File: src/design/cct_pkg.sv
// cct_pkg: shared widths, codes and item layouts of the compensated cook timer
// used by cct_div and compensated_multi_phase_cook_timer; no dependencies
package cct_pkg;

    // port widths
    localparam int CFG_IDX_W  = 3;
    localparam int CFG_DATA_W = 16;
    localparam int S_DATA_W   = 48;
    localparam int S_USER_W   = 2;
    localparam int M_DATA_W   = 48;

    // datapath widths
    localparam int PROG_W = 48;   // cook and rest progress
    localparam int TGT_W  = 42;   // side target, sec * factor * 1000
    localparam int K_W    = 15;   // rate factor, q1.14
    localparam int REM_W  = 20;
    localparam int DIV_NW = 49;   // widest dividend: progress * 100 below target
    localparam int DIV_DW = 42;   // widest divisor: side target

    localparam logic [K_W-1:0]   K_ONE   = 15'd16384;
    localparam logic [K_W-1:0]   K_MIN   = 15'd11469;
    localparam logic [K_W-1:0]   K_MAX   = 15'd21299;
    localparam logic [REM_W-1:0] REM_MAX = 20'hFFFFF;
    localparam int               MAX_SIDES = 2;

    typedef enum logic [1:0] {
        FN_UPDATE = 2'd0,
        FN_START  = 2'd1,
        FN_STOP   = 2'd2
    } func_t;

    typedef enum logic [1:0] {
        PH_IDLE = 2'd0,
        PH_COOK = 2'd1,
        PH_REST = 2'd2,
        PH_DONE = 2'd3
    } phase_t;

    typedef enum logic [1:0] {
        EV_NONE     = 2'd0,
        EV_FLIP     = 2'd1,
        EV_REMOVE   = 2'd2,
        EV_REST_END = 2'd3
    } event_t;

    typedef enum logic [CFG_IDX_W-1:0] {
        CFG_COMP_PCT    = 3'd0,
        CFG_REF_TEMP    = 3'd1,
        CFG_SIDE_COUNT  = 3'd2,
        CFG_SIDE_ONE    = 3'd3,
        CFG_SIDE_TWO    = 3'd4,
        CFG_REST_SEC    = 3'd5,
        CFG_TIME_FACTOR = 3'd6
    } cfg_idx_t;

    // result item, phase in the lowest bits
    typedef struct packed {
        logic [K_W-1:0]   comp_factor;
        logic [6:0]       progress_pct;
        logic [REM_W-1:0] remaining_sec;
        logic [1:0]       side_number;
        event_t           event_res;
        phase_t           phase;
    } res_t;

    typedef struct packed {
        logic              start;
        logic [DIV_NW-1:0] dividend;
        logic [DIV_DW-1:0] divisor;
    } div_req_t;

    typedef struct packed {
        logic              busy;
        logic              done;
        logic [DIV_NW-1:0] quotient;
    } div_rsp_t;

endpackage

File: src/design/cct_div.sv
// cct_div: restoring unsigned divider, one quotient bit per cycle
// depends on cct_pkg for widths and the request and response structs
module cct_div (
    input  logic              aclk,
    input  logic              aresetn,
    input  cct_pkg::div_req_t req,
    output cct_pkg::div_rsp_t rsp
);
    import cct_pkg::*;

    localparam int CW = $clog2(DIV_NW + 1);

    logic              busy_reg, busy_next;
    logic              done_reg, done_next;
    logic [CW-1:0]     cnt_reg, cnt_next;
    logic [DIV_DW-1:0] rem_reg, rem_next;
    logic [DIV_DW-1:0] dvs_reg, dvs_next;
    logic [DIV_NW-1:0] quo_reg, quo_next;
    logic [DIV_DW:0]   shifted;
    logic [DIV_DW:0]   trial;

    assign shifted = {rem_reg, quo_reg[DIV_NW-1]};
    assign trial   = shifted - {1'b0, dvs_reg};

    always_comb begin
        busy_next = busy_reg;
        done_next = 1'b0;
        cnt_next  = cnt_reg;
        rem_next  = rem_reg;
        dvs_next  = dvs_reg;
        quo_next  = quo_reg;
        if (req.start) begin
            busy_next = 1'b1;
            cnt_next  = CW'(DIV_NW);
            rem_next  = '0;
            dvs_next  = req.divisor;
            quo_next  = req.dividend;
        end else if (busy_reg) begin
            // no borrow means the shifted remainder covers the divisor
            if (!trial[DIV_DW]) begin
                rem_next = trial[DIV_DW-1:0];
                quo_next = {quo_reg[DIV_NW-2:0], 1'b1};
            end else begin
                rem_next = shifted[DIV_DW-1:0];
                quo_next = {quo_reg[DIV_NW-2:0], 1'b0};
            end
            cnt_next = cnt_reg - CW'(1);
            if (cnt_reg == CW'(1)) begin
                busy_next = 1'b0;
                done_next = 1'b1;
            end
        end
    end

    always_ff @(posedge aclk) begin
        if (!aresetn) begin
            busy_reg <= 1'b0;
            done_reg <= 1'b0;
        end else begin
            busy_reg <= busy_next;
            done_reg <= done_next;
        end
    end

    always_ff @(posedge aclk) begin
        cnt_reg <= cnt_next;
        rem_reg <= rem_next;
        dvs_reg <= dvs_next;
        quo_reg <= quo_next;
    end

    assign rsp.busy     = busy_reg;
    assign rsp.done     = done_reg;
    assign rsp.quotient = quo_reg;

endmodule

File: src/design/compensated_multi_phase_cook_timer.sv
// compensated_multi_phase_cook_timer: sequencer, shared multiplier and timer state
// depends on cct_pkg and instantiates the shared divider cct_div
//
//  channel  | direction | payload
//  ---------+-----------+----------------------------------------------------------
//  cfg      | in        | cfg_index selects register, cfg_wdata holds the value
//  s_       | in        | tuser: func; tdata: now_ms, pan_temp
//  m_       | out       | tdata: phase, event_res, side_number, remaining_sec,
//           |           |        progress_pct, comp_factor
//
// start, stop, func 3 and updates while idle or done go straight to ST_OUT, which raises
// m_tvalid. a resting update runs ST_REST, ST_RCHK and ST_RQUO (ST_RQUO is skipped when
// the rest ends): reciprocal multiply, no divider. a cooking update runs the rate factor
// and target states (the target states again on a flip), then two 49-step divider passes
// (remaining time, percent); a removal or a reached target skips the divider. s_tready is
// low from accept until the result moves to the output register; a stalled m_ side holds
// the sequencer in its last state. reset is synchronous.
module compensated_multi_phase_cook_timer (
    input  logic                            aclk,
    input  logic                            aresetn,
    input  logic                            cfg_wr_en,
    input  logic [cct_pkg::CFG_IDX_W-1:0]   cfg_index,
    input  logic [cct_pkg::CFG_DATA_W-1:0]  cfg_wdata,
    input  logic                            s_tvalid,
    output logic                            s_tready,
    input  logic [cct_pkg::S_DATA_W-1:0]    s_tdata,   // now_ms, pan_temp, pad
    input  logic [cct_pkg::S_USER_W-1:0]    s_tuser,   // func
    output logic                            m_tvalid,
    input  logic                            m_tready,
    output logic [cct_pkg::M_DATA_W-1:0]    m_tdata    // phase, event_res, side_number,
                                                       // remaining_sec, progress_pct,
                                                       // comp_factor
);
    import cct_pkg::*;

    // any larger |d| saturates the rate factor
    localparam logic [22:0] D_SAT      = 23'd7501;
    // rounding term 12500 divided by 8, fits below the shifted d
    localparam logic [10:0] K_BIAS     = 11'd1562;
    // ceil(2^36 / 3125), exact for dividends below 2^24
    localparam logic [31:0] RECIP_3125 = 32'd21990233;
    // ceil(2^30 / 125), exact for dividends below 2^23
    localparam logic [31:0] RECIP_125  = 32'd8589935;

    typedef enum logic [4:0] {
        ST_IDLE,
        ST_REST,
        ST_RCHK,
        ST_RQUO,
        ST_KDIFF,
        ST_KMUL,
        ST_KDIV,
        ST_KCLAMP,
        ST_CMUL,
        ST_CADD,
        ST_T1,
        ST_T2,
        ST_CHECK,
        ST_REMK,
        ST_RDIV,
        ST_RDWAIT,
        ST_PCT,
        ST_PWAIT,
        ST_OUT
    } state_t;

    // configuration
    logic [7:0]  comp_pct_reg;
    logic [9:0]  ref_temp_reg;
    logic [1:0]  side_count_reg;
    logic [15:0] side_one_reg;
    logic [15:0] side_two_reg;
    logic [15:0] rest_sec_reg;
    logic [15:0] time_factor_reg;

    // control and timer state
    state_t             state_reg, state_next;
    logic               m_tvalid_reg, m_tvalid_next;
    res_t               m_tdata_reg, m_tdata_next;
    logic               running_reg, running_next;
    logic               finished_reg, finished_next;
    logic               in_rest_reg, in_rest_next;
    logic               side_idx_reg, side_idx_next;
    logic [31:0]        last_stamp_reg, last_stamp_next;
    logic [PROG_W-1:0]  cook_reg, cook_next;
    logic [PROG_W-1:0]  rest_reg, rest_next;

    // working registers
    res_t               res_reg, res_next;
    logic [31:0]        dt_reg, dt_next;
    logic [14:0]        pan_reg, pan_next;
    logic [15:0]        diff_mag_reg, diff_mag_next;
    logic               diff_neg_reg, diff_neg_next;
    logic [22:0]        d_mag_reg, d_mag_next;
    logic               d_neg_reg, d_neg_next;
    logic [12:0]        kq_reg, kq_next;
    logic [K_W-1:0]     k_reg, k_next;
    logic [46:0]        prod_reg, prod_next;
    logic [TGT_W-1:0]   target_reg, target_next;
    logic [24:0]        kd_reg, kd_next;
    logic [25:0]        rest_ms_reg, rest_ms_next;
    logic               flipped_reg, flipped_next;

    // datapath signals
    logic [31:0]        in_now;
    logic [14:0]        in_pan;
    func_t              in_func;
    phase_t             cur_phase;
    logic [1:0]         sides_eff;
    logic               last_side;
    logic               reached;
    logic               rest_hit;
    logic [15:0]        tf_eff;
    logic [15:0]        sec_sel;
    logic [PROG_W:0]    cook_sum;
    logic [PROG_W:0]    rest_sum;
    logic [13:0]        ref_x10;
    logic [16:0]        diff;
    logic [7:0]         pct_mag;
    logic [12:0]        d_lim;
    logic [K_W-1:0]     k_lo;
    logic [K_W-1:0]     k_hi;
    logic [REM_W-1:0]   rem_q_sat;
    logic [DIV_NW-1:0]  cook_x100;
    logic [31:0]        mul_a, mul_b;
    logic [63:0]        mul_p;
    div_req_t           div_req;
    div_rsp_t           div_rsp;

    cct_div u_div (
        .aclk    (aclk),
        .aresetn (aresetn),
        .req     (div_req),
        .rsp     (div_rsp)
    );

    always_ff @(posedge aclk) begin
        if (!aresetn) begin
            comp_pct_reg    <= 8'd0;
            ref_temp_reg    <= 10'd350;
            side_count_reg  <= 2'd1;
            side_one_reg    <= 16'd0;
            side_two_reg    <= 16'd0;
            rest_sec_reg    <= 16'd0;
            time_factor_reg <= 16'(K_ONE);
        end else if (cfg_wr_en) begin
            case (cfg_idx_t'(cfg_index))
                CFG_COMP_PCT:    comp_pct_reg    <= cfg_wdata[7:0];
                CFG_REF_TEMP:    ref_temp_reg    <= cfg_wdata[9:0];
                CFG_SIDE_COUNT:  side_count_reg  <= cfg_wdata[1:0];
                CFG_SIDE_ONE:    side_one_reg    <= cfg_wdata;
                CFG_SIDE_TWO:    side_two_reg    <= cfg_wdata;
                CFG_REST_SEC:    rest_sec_reg    <= cfg_wdata;
                CFG_TIME_FACTOR: time_factor_reg <= cfg_wdata;
                default: ;
            endcase
        end
    end

    assign in_now  = s_tdata[31:0];
    assign in_pan  = s_tdata[46:32];
    assign in_func = func_t'(s_tuser);

    assign cur_phase = !running_reg ? PH_IDLE :
                       finished_reg ? PH_DONE :
                       in_rest_reg  ? PH_REST : PH_COOK;

    assign sides_eff = (side_count_reg == 2'd0) ? 2'd1 :
                       (side_count_reg > 2'(MAX_SIDES)) ? 2'(MAX_SIDES) : side_count_reg;
    assign last_side = ({1'b0, side_idx_reg} + 2'd1) >= sides_eff;
    assign reached   = cook_reg >= {{(PROG_W-TGT_W){1'b0}}, target_reg};
    assign rest_hit  = rest_reg >= {{(PROG_W-26){1'b0}}, rest_ms_reg};
    assign tf_eff    = (time_factor_reg == 16'd0) ? 16'(K_ONE) : time_factor_reg;
    assign sec_sel   = side_idx_reg ? side_two_reg : side_one_reg;

    assign cook_sum = {1'b0, cook_reg} + {{(PROG_W-46){1'b0}}, prod_reg};
    assign rest_sum = {1'b0, rest_reg} + {{(PROG_W-31){1'b0}}, dt_reg};

    // reference in tenths minus pan temperature, sign and magnitude
    assign ref_x10 = {1'b0, ref_temp_reg, 3'b000} + {3'b000, ref_temp_reg, 1'b0};
    assign diff    = {3'b000, ref_x10} - {{2{pan_reg[14]}}, pan_reg};
    assign pct_mag = comp_pct_reg[7] ? (8'd0 - comp_pct_reg) : comp_pct_reg;

    // q = floor((|d|*16384 + 12500) / 25000) = floor((|d|*2048 + 1562) / 3125);
    // the sum is never a multiple of 25000, so q is also the ceiling a negative d needs
    assign d_lim = (d_mag_reg >= D_SAT) ? D_SAT[12:0] : d_mag_reg[12:0];
    assign k_lo  = (kq_reg > 13'(K_ONE - K_MIN)) ? K_MIN : K_ONE - K_W'(kq_reg);
    assign k_hi  = (kq_reg > 13'(K_MAX - K_ONE)) ? K_MAX : K_ONE + K_W'(kq_reg);

    assign rem_q_sat = (|div_rsp.quotient[DIV_NW-1:REM_W]) ? REM_MAX :
                       div_rsp.quotient[REM_W-1:0];

    // only used below the target, so the product fits the dividend
    assign cook_x100 = DIV_NW'({cook_reg, 6'b0}) + DIV_NW'({cook_reg, 5'b0}) +
                       DIV_NW'({cook_reg, 2'b0});

    // shared multiplier operands
    always_comb begin
        mul_a = 32'd0;
        mul_b = 32'd0;
        case (state_reg)
            ST_REST: begin
                mul_a = {16'd0, rest_sec_reg};
                mul_b = 32'd1000;
            end
            ST_RQUO: begin
                // remaining rest ms over 1000 as (ms / 8) / 125
                mul_a = {9'd0, rest_ms_reg[25:3]};
                mul_b = RECIP_125;
            end
            ST_KMUL: begin
                mul_a = {24'd0, pct_mag};
                mul_b = {16'd0, diff_mag_reg};
            end
            ST_KDIV: begin
                mul_a = {8'd0, d_lim, K_BIAS};
                mul_b = RECIP_3125;
            end
            ST_CMUL: begin
                mul_a = dt_reg;
                mul_b = {17'd0, k_reg};
            end
            ST_T1: begin
                mul_a = {16'd0, sec_sel};
                mul_b = {16'd0, tf_eff};
            end
            ST_T2: begin
                mul_a = prod_reg[31:0];
                mul_b = 32'd1000;
            end
            ST_REMK: begin
                mul_a = {17'd0, k_reg};
                mul_b = 32'd1000;
            end
            default: ;
        endcase
    end

    assign mul_p = {32'd0, mul_a} * {32'd0, mul_b};

    // shared divider requests
    always_comb begin
        div_req = '0;
        case (state_reg)
            ST_RDIV: begin
                div_req.start    = 1'b1;
                div_req.dividend = DIV_NW'(target_reg - cook_reg[TGT_W-1:0]);
                div_req.divisor  = DIV_DW'(kd_reg);
            end
            ST_PCT: begin
                div_req.start    = (target_reg != '0) && !reached;
                div_req.dividend = cook_x100;
                div_req.divisor  = target_reg;
            end
            default: ;
        endcase
    end

    always_comb begin
        state_next      = state_reg;
        m_tvalid_next   = m_tvalid_reg && !m_tready;
        m_tdata_next    = m_tdata_reg;
        running_next    = running_reg;
        finished_next   = finished_reg;
        in_rest_next    = in_rest_reg;
        side_idx_next   = side_idx_reg;
        last_stamp_next = last_stamp_reg;
        cook_next       = cook_reg;
        rest_next       = rest_reg;
        res_next        = res_reg;
        dt_next         = dt_reg;
        pan_next        = pan_reg;
        diff_mag_next   = diff_mag_reg;
        diff_neg_next   = diff_neg_reg;
        d_mag_next      = d_mag_reg;
        d_neg_next      = d_neg_reg;
        kq_next         = kq_reg;
        k_next          = k_reg;
        prod_next       = prod_reg;
        target_next     = target_reg;
        kd_next         = kd_reg;
        rest_ms_next    = rest_ms_reg;
        flipped_next    = flipped_reg;

        case (state_reg)
            ST_IDLE: begin
                if (s_tvalid) begin
                    res_next     = '0;
                    flipped_next = 1'b0;
                    state_next   = ST_OUT;
                    case (in_func)
                        FN_START: begin
                            running_next    = 1'b1;
                            finished_next   = 1'b0;
                            in_rest_next    = 1'b0;
                            side_idx_next   = 1'b0;
                            last_stamp_next = in_now;
                            cook_next       = '0;
                            rest_next       = '0;
                            res_next.phase  = PH_COOK;
                        end
                        FN_STOP: begin
                            running_next   = 1'b0;
                            finished_next  = 1'b0;
                            res_next.phase = PH_IDLE;
                        end
                        FN_UPDATE: begin
                            if (!running_reg || finished_reg) begin
                                res_next.phase = cur_phase;
                            end else begin
                                // a timestamp that went backward counts as no time
                                dt_next = (in_now >= last_stamp_reg) ?
                                          in_now - last_stamp_reg : 32'd0;
                                last_stamp_next = in_now;
                                pan_next        = in_pan;
                                if (in_rest_reg) begin
                                    res_next.phase = PH_REST;
                                    state_next     = ST_REST;
                                end else begin
                                    res_next.phase = PH_COOK;
                                    state_next     = ST_KDIFF;
                                end
                            end
                        end
                        default: begin
                            res_next.phase = cur_phase;
                        end
                    endcase
                end
            end

            ST_REST: begin
                rest_ms_next = mul_p[25:0];
                rest_next    = rest_sum[PROG_W] ? {PROG_W{1'b1}} : rest_sum[PROG_W-1:0];
                state_next   = ST_RCHK;
            end

            ST_RCHK: begin
                if (rest_hit) begin
                    in_rest_next       = 1'b0;
                    finished_next      = 1'b1;
                    res_next.phase     = PH_DONE;
                    res_next.event_res = EV_REST_END;
                    state_next         = ST_OUT;
                end else begin
                    // keep the remaining rest ms for the quotient
                    rest_ms_next = rest_ms_reg - rest_reg[25:0];
                    state_next   = ST_RQUO;
                end
            end

            ST_RQUO: begin
                res_next.remaining_sec = {4'd0, mul_p[45:30]};
                state_next             = ST_OUT;
            end

            ST_KDIFF: begin
                diff_neg_next = diff[16];
                diff_mag_next = diff[16] ? 16'(17'd0 - diff) : diff[15:0];
                state_next    = ST_KMUL;
            end

            ST_KMUL: begin
                d_mag_next = mul_p[22:0];
                d_neg_next = (comp_pct_reg[7] ^ diff_neg_reg) && (mul_p[22:0] != 23'd0);
                state_next = ST_KDIV;
            end

            ST_KDIV: begin
                kq_next    = mul_p[48:36];
                state_next = ST_KCLAMP;
            end

            ST_KCLAMP: begin
                k_next     = d_neg_reg ? k_lo : k_hi;
                state_next = ST_CMUL;
            end

            ST_CMUL: begin
                prod_next  = mul_p[46:0];
                state_next = ST_CADD;
            end

            ST_CADD: begin
                cook_next  = cook_sum[PROG_W] ? {PROG_W{1'b1}} : cook_sum[PROG_W-1:0];
                state_next = ST_T1;
            end

            ST_T1: begin
                prod_next  = {15'd0, mul_p[31:0]};
                state_next = ST_T2;
            end

            ST_T2: begin
                target_next = mul_p[TGT_W-1:0];
                state_next  = ST_CHECK;
            end

            ST_CHECK: begin
                if (flipped_reg || !reached) begin
                    state_next = ST_REMK;
                end else if (!last_side) begin
                    // flip: fetch the next side's target, then report on it
                    res_next.event_res = EV_FLIP;
                    side_idx_next      = !side_idx_reg;
                    cook_next          = '0;
                    flipped_next       = 1'b1;
                    state_next         = ST_T1;
                end else begin
                    res_next.event_res     = EV_REMOVE;
                    res_next.side_number   = {1'b0, side_idx_reg} + 2'd1;
                    res_next.remaining_sec = '0;
                    res_next.progress_pct  = 7'd100;
                    res_next.comp_factor   = k_reg;
                    if (rest_sec_reg != 16'd0) begin
                        in_rest_next = 1'b1;
                        rest_next    = '0;
                    end else begin
                        finished_next = 1'b1;
                    end
                    state_next = ST_OUT;
                end
            end

            ST_REMK: begin
                res_next.side_number = {1'b0, side_idx_reg} + 2'd1;
                res_next.comp_factor = k_reg;
                kd_next              = mul_p[24:0];
                if (!reached) begin
                    state_next = ST_RDIV;
                end else begin
                    res_next.remaining_sec = '0;
                    state_next             = ST_PCT;
                end
            end

            ST_RDIV: begin
                state_next = ST_RDWAIT;
            end

            ST_RDWAIT: begin
                if (div_rsp.done) begin
                    res_next.remaining_sec = rem_q_sat;
                    state_next             = ST_PCT;
                end
            end

            ST_PCT: begin
                if (target_reg == '0) begin
                    res_next.progress_pct = 7'd0;
                    state_next            = ST_OUT;
                end else if (reached) begin
                    res_next.progress_pct = 7'd100;
                    state_next            = ST_OUT;
                end else begin
                    state_next = ST_PWAIT;
                end
            end

            ST_PWAIT: begin
                if (div_rsp.done) begin
                    res_next.progress_pct = div_rsp.quotient[6:0];
                    state_next            = ST_OUT;
                end
            end

            ST_OUT: begin
                if (!m_tvalid_reg || m_tready) begin
                    m_tvalid_next = 1'b1;
                    m_tdata_next  = res_reg;
                    state_next    = ST_IDLE;
                end
            end

            default: begin
                state_next = ST_IDLE;
            end
        endcase
    end

    always_ff @(posedge aclk) begin
        if (!aresetn) begin
            state_reg      <= ST_IDLE;
            m_tvalid_reg   <= 1'b0;
            running_reg    <= 1'b0;
            finished_reg   <= 1'b0;
            in_rest_reg    <= 1'b0;
            side_idx_reg   <= 1'b0;
            last_stamp_reg <= 32'd0;
            cook_reg       <= '0;
            rest_reg       <= '0;
        end else begin
            state_reg      <= state_next;
            m_tvalid_reg   <= m_tvalid_next;
            m_tdata_reg    <= m_tdata_next;
            running_reg    <= running_next;
            finished_reg   <= finished_next;
            in_rest_reg    <= in_rest_next;
            side_idx_reg   <= side_idx_next;
            last_stamp_reg <= last_stamp_next;
            cook_reg       <= cook_next;
            rest_reg       <= rest_next;
        end
    end

    always_ff @(posedge aclk) begin
        res_reg      <= res_next;
        dt_reg       <= dt_next;
        pan_reg      <= pan_next;
        diff_mag_reg <= diff_mag_next;
        diff_neg_reg <= diff_neg_next;
        d_mag_reg    <= d_mag_next;
        d_neg_reg    <= d_neg_next;
        kq_reg       <= kq_next;
        k_reg        <= k_next;
        prod_reg     <= prod_next;
        target_reg   <= target_next;
        kd_reg       <= kd_next;
        rest_ms_reg  <= rest_ms_next;
        flipped_reg  <= flipped_next;
    end

    assign s_tready = (state_reg == ST_IDLE);
    assign m_tvalid = m_tvalid_reg;
    assign m_tdata  = m_tdata_reg;

    // the sequencer never restarts the divider in the middle of a pass
    assert property (@(posedge aclk) disable iff (!aresetn)
        div_req.start |-> !div_rsp.busy)
        else $error("divider started while busy");

    // done needs a running timer, and rest and done never overlap
    assert property (@(posedge aclk) disable iff (!aresetn)
        finished_reg |-> (running_reg && !in_rest_reg))
        else $error("done flag without running timer or with rest");

    // the clamped rate factor reaches the progress multiply
    assert property (@(posedge aclk) disable iff (!aresetn)
        (state_reg == ST_CMUL) |-> (k_reg >= K_MIN && k_reg <= K_MAX))
        else $error("rate factor out of clamp range");

    // a second pass over the target check only follows a flip to the second side
    assert property (@(posedge aclk) disable iff (!aresetn)
        (state_reg == ST_CHECK && flipped_reg) |-> side_idx_reg)
        else $error("flip left the first side selected");

    // a rate factor is reported only with a cooking phase
    assert property (@(posedge aclk) disable iff (!aresetn)
        (m_tvalid_reg && m_tdata_reg.comp_factor != '0) |-> (m_tdata_reg.phase == PH_COOK))
        else $error("rate factor reported outside cooking");

endmodule
File: config.mk
export PLATFORM = sky130hd
export DESIGN_NAME = compensated_multi_phase_cook_timer
export DESIGN_NICKNAME = d
export VERILOG_FILES = /design/src/design/cct_pkg.sv /design/src/design/cct_div.sv /design/src/design/compensated_multi_phase_cook_timer.sv
export SDC_FILE = /design/constraint.sdc
export NUM_CORES = 2
export LEC_CHECK = 0
export BUFFER_PORTS_ARGS = -buffer_cell sky130_fd_sc_hd__buf_2
export CORE_MARGIN = 2
export CORE_UTILIZATION = 55
export CTS_CLUSTER_DIAMETER = 50
export DETAILED_ROUTE_END_ITERATION = 6
export GPL_TIMING_DRIVEN = 0
export PLACE_DENSITY = 0.71
export SLEW_MARGIN = 20
export SYNTH_ARGS = -nofsm -noshare
export SYNTH_HDL_FRONTEND = slang
export SYNTH_SLANG_ARGS = --single-unit
File: constraint.sdc
create_clock -name aclk -period 16.65 [get_ports aclk]
set_clock_uncertainty 0.05 [all_clocks]
set_input_delay 3.33 -clock aclk [delete_from_list [all_inputs] [get_ports aclk]]
set_output_delay 3.33 -clock aclk [all_outputs]
set_load 0.01 [all_outputs]
==> results.json <==
{
  "avgViaCountPerCell": 6.00,
  "worst_path_dominant_cell_family": "adder cells",
  "sequentialPowerShare_pct": 30.9,
  "setup.worst_path.end_class": "flip-flop",
  "dpl.hpwl_mm": 199,
  "timing.slew.headroom_pct": 16.9,
  "synthesis.area_mm2": 0.0674,
  "pin_count": 124,
  "maxCapViolations": 0,
  "final_period_minus_worst_setup_slack_ps": 13120,
  "grt_antenna_before_repair": 18,
  "area_delta_synth_final_pct": 10.3,
  "clock_sink_count": 715,
  "worst_path_most_repeated_cell": "sky130_fd_sc_hd__fa_1",
  "r2r_setup_slack_ps": 3530,
  "fin_tns_setup_ps": 0,
  "yosysWarnings": 0,
  "worst_ep_required_time_ps": 17010,
  "clk_root_buffer_cell": "sky130_fd_sc_hd__clkbuf_16",
  "gp_routability_congestion": 1.04,
  "die-area_mm2": 0.125,
  "comb_power_share_pct": 43.3,
  "netlist_instances": 7520,
  "regArea_mm2": 0.0188,
  "cp.depth": 35,
  "crit_path_max_cell_delay_ps": 940,
  "cts_setup_buffers": 0,
  "min_delay_startpoint": "res_reg[7]$_DFFE_PP_",
  "netlist-cell-type-count": 80,
  "hold_buffers": 0,
  "compound_gate_fraction_of_synth_area_pct": 15.9,
  "timing.final.crit_share_pct": 78.8,
  "worstMarginPinSlew_ps": 1240,
  "r2r-start": "state_reg[2]$_SDFFE_PN0P_",
  "multi_input_area_mm2": 0.0439,
  "number_of_buffers_created_by_cts": 97,
  "cp_max_fo": 10,
  "fp.dieH_um": 354,
  "drt_antenna_net_count": 0,
  "nNetsFinal": 9104,
  "first_global_vias": 56725,
  "hold-path-endpoint": "m_tdata[7]$_DFFE_PP_",
  "worst_setup_hold_path_clk_slew_ps": 60,
  "failed_checks": "DRC",
  "drt_iter0_markers": 6119,
  "fill_count": 10777,
  "grt.overflow.total": 0,
  "synth_top_area_share_pct": 19.8,
  "synth_mux_area_share_pct": 0.485,
  "core-area_mm2": 0.122,
  "clk_path_buf_depth": 3,
  "max-vdd-ir-drop_mv": 0.118,
  "timing_worst_setup_path_type": "flip-flop to flip-flop",
  "flip_flop_cell_with_the_highest_count_after_synthesis": "sky130_fd_sc_hd__edfxtp_1",
  "min_path_cells": 0,
  "drt-total-wl_mm": 242,
  "sequential_cell_area_fraction_in_the_yosys_report_pct": 27.8,
  "finalHoldViolCount": 0,
  "place.detailed.instances": 9359,
  "clock_power_share_pct": 25.9,
  "crit_start": "state_reg[2]$_SDFFE_PN0P_",
  "synthSimpleGateAreaFrac_pct": 14.2,
  "pwr_density_cell_mw_per_mm2": 112,
  "netlist.top_cell.by_area": "sky130_fd_sc_hd__edfxtp_1",
  "power_switching_share_pct": 42.3,
  "report.final.slew_viol_count": 0,
  "synth_enable_flop_cells": 444,
  "tritoncts": "yes",
  "firstDrtPassIters": 7,
  "port_buffers": 122,
  "max_freq_mhz": 76.2,
  "worstHoldPathType": "flip-flop to flip-flop",
  "largest_reg_flops": 49,
  "maximum_number_of_pins_on_one_net_before_global_route_repair": 42,
  "grt_first_pass_wirelength_mm": 357,
  "standard_cell_with_the_maximum_stage_delay_on_the_critical_path": "sky130_fd_sc_hd__xnor2_1",
  "ctsHtreeMaxLevel": 3,
  "std_cell_rows": 128,
  "drt_drc_violations_left": 22,
  "main_combinational_cell_family_by_area_after_synthesis": "adder cells",
  "net-switching-power_mw": 3.53,
  "synth_area_per_cell_um2": 8.96,
  "arrival_ps": 13480,
  "post_cts.resized_instances": 0,
  "start_util_pct": 55.4,
  "status": "complete, but fails checks",
  "clock_insertion_delay_worst_skew_ps": 730,
  "synthXorXnorAreaFrac_pct": 4.24,
  "detail_route.wl_per_cell_um": 25.4,
  "critical_path.n_buffers_inverters": 11,
  "report.final.setup_viol": 0,
  "synth.ff_latch_count": 715,
  "power.static_leakage_nw": 32.4,
  "rr_worst_depth": 35,
  "cell_internal_pwr_mw": 4.81,
  "grt_setup_unrepaired": "no",
  "setup.worst_path.start_class": "flip-flop",
  "drive_gt1_share_pct": 5.34,
  "asyncSetResetFlopFracSynth_pct": 0,
  "groute.usage.overall_pct": 38.4,
  "synth_adder_area_share_pct": 29.5,
  "r2r_end": "res_reg[16]$_DFFE_PP_",
  "die_w_um": 354,
  "finish.cell_count_without_fillers": 9560,
  "netlist_top_cells_area": "sky130_fd_sc_hd__edfxtp_1, sky130_fd_sc_hd__fa_1, sky130_fd_sc_hd__ha_1, sky130_fd_sc_hd__dfxtp_1, sky130_fd_sc_hd__inv_1",
  "via_count": 57400
}
## worst max-delay path by stage
stage	endpoint	slack, ps
5_1_grt	res_reg[16]$_DFFE_PP_	3550
3_3_place_gp	res_reg[19]$_DFFE_PP_	2760
6_report	res_reg[16]$_DFFE_PP_	3530
4_1_cts	res_reg[19]$_DFFE_PP_	4070
3_5_place_dp	res_reg[16]$_DFFE_PP_	4090
2_1_floorplan	prod_reg[46]$_SDFFCE_PP0P_	7180
## through the flow
step	power, mW	area [µm²]	setup WS (ps)	util [%]	hold slack, ps
floorplan	4.81	67600	7180	-	350
global placement	5.99	70300	2760	57.7	351
detailed placement	6.11	70900	4090	58.3	355
CTS	8.26	74300	4070	61.0	362
global route	8.74	74300	3550	61.0	372
finish	8.34	74300	3530	61.1	369
## cell usage in the layout (no fill, tap or decap), drive strengths merged, types with 23 or more instances in the layout
cell type  count
a211oi        63
a21boi       121
a21o         144
a21oi        457
a221oi        33
a22oi         23
a31oi         63
and2         105
and3          43
buf          172
clkbuf       407
clkinv        30
conb          63
dfxtp        271
edfxtp       444
fa           658
ha           538
inv         1106
nand2       1057
nand2b        58
nand3        110
nand4         47
nor2         459
nor2b         62
nor3          78
nor4          56
o211ai        32
o21a          59
o21ai        432
o21bai        54
o22ai         29
o31ai         27
or3           32
xnor2        217
xor2         109
## cell families after synthesis
logic type	after synthesis
AOI/OAI and AO/OA	1693
xor gates and xnor gates	326
adders and majority gates	1196
buffers and inverters	1392
DFF	715
muxes	31
other	2
and+or+nand+nor	2165
## Yosys cell counts (43+ instances only)
| cell | instances |
|---|---|
| sky130_fd_sc_hd__a21boi_0 | 119 |
| sky130_fd_sc_hd__nor3_1 | 78 |
| sky130_fd_sc_hd__o21ai_0 | 415 |
| sky130_fd_sc_hd__a21oi_1 | 457 |
| sky130_fd_sc_hd__o21bai_1 | 54 |
| sky130_fd_sc_hd__o21a_1 | 59 |
| sky130_fd_sc_hd__xnor2_1 | 217 |
| sky130_fd_sc_hd__nor4_1 | 56 |
| sky130_fd_sc_hd__inv_1 | 1085 |
| sky130_fd_sc_hd__ha_1 | 538 |
| sky130_fd_sc_hd__a211oi_1 | 62 |
| sky130_fd_sc_hd__nand2b_1 | 58 |
| sky130_fd_sc_hd__a31oi_1 | 63 |
| sky130_fd_sc_hd__clkbuf_1 | 287 |
| sky130_fd_sc_hd__nor2_1 | 459 |
| sky130_fd_sc_hd__and3_1 | 43 |
| sky130_fd_sc_hd__fa_1 | 658 |
| sky130_fd_sc_hd__nand3_1 | 110 |
| sky130_fd_sc_hd__nor2b_1 | 62 |
| sky130_fd_sc_hd__and2_1 | 105 |
| sky130_fd_sc_hd__nand4_1 | 47 |
| sky130_fd_sc_hd__dfxtp_1 | 271 |
| sky130_fd_sc_hd__edfxtp_1 | 444 |
| sky130_fd_sc_hd__a21o_1 | 144 |
| sky130_fd_sc_hd__xor2_1 | 109 |
| sky130_fd_sc_hd__nand2_1 | 1057 |
## power groups by stage
stage / logic, mW / registers (mW) / clock network, mW
floorplan: 2.31 / 2.50 / 0
finish: 3.61 / 2.57 / 2.16
global route: 3.90 / 2.59 / 2.24
CTS: 3.53 / 2.57 / 2.17
detailed placement: 3.51 / 2.60 / 0
global placement: 3.38 / 2.61 / 0
## routing by layer
metal	routed length, µm	global-route usage (%)	vias up
met5	37	0	-
li1	-	-	25812
met2	107000	59.7	2932
met4	19400	25.6	6
met1	93300	48.2	27917
met3	22800	8.43	733
## worst register-to-register path: cells and delay by family (launching register included)
kind            cells  cell delay [ps]
buf+inv            11             3300
simple gates        7             2130
flops               1              300
compound gates      8             2310
xor+xnor            1              940
fa+ha+maj           8             3810
## layout make-up
type                       count  share of cell area (%)
multi-input combinational   5474                    59.0
clock inverter                62                    1.00
sequential                   715                    25.2
buffer                       305                    1.57
timing repair buffer         154                    1.39
clock buffer                 120                    3.49
antenna                       18                  0.0606
inverter                    1087                    5.49
tap                         1625                    2.74
Note: power is estimated with default switching activity, not from simulation.
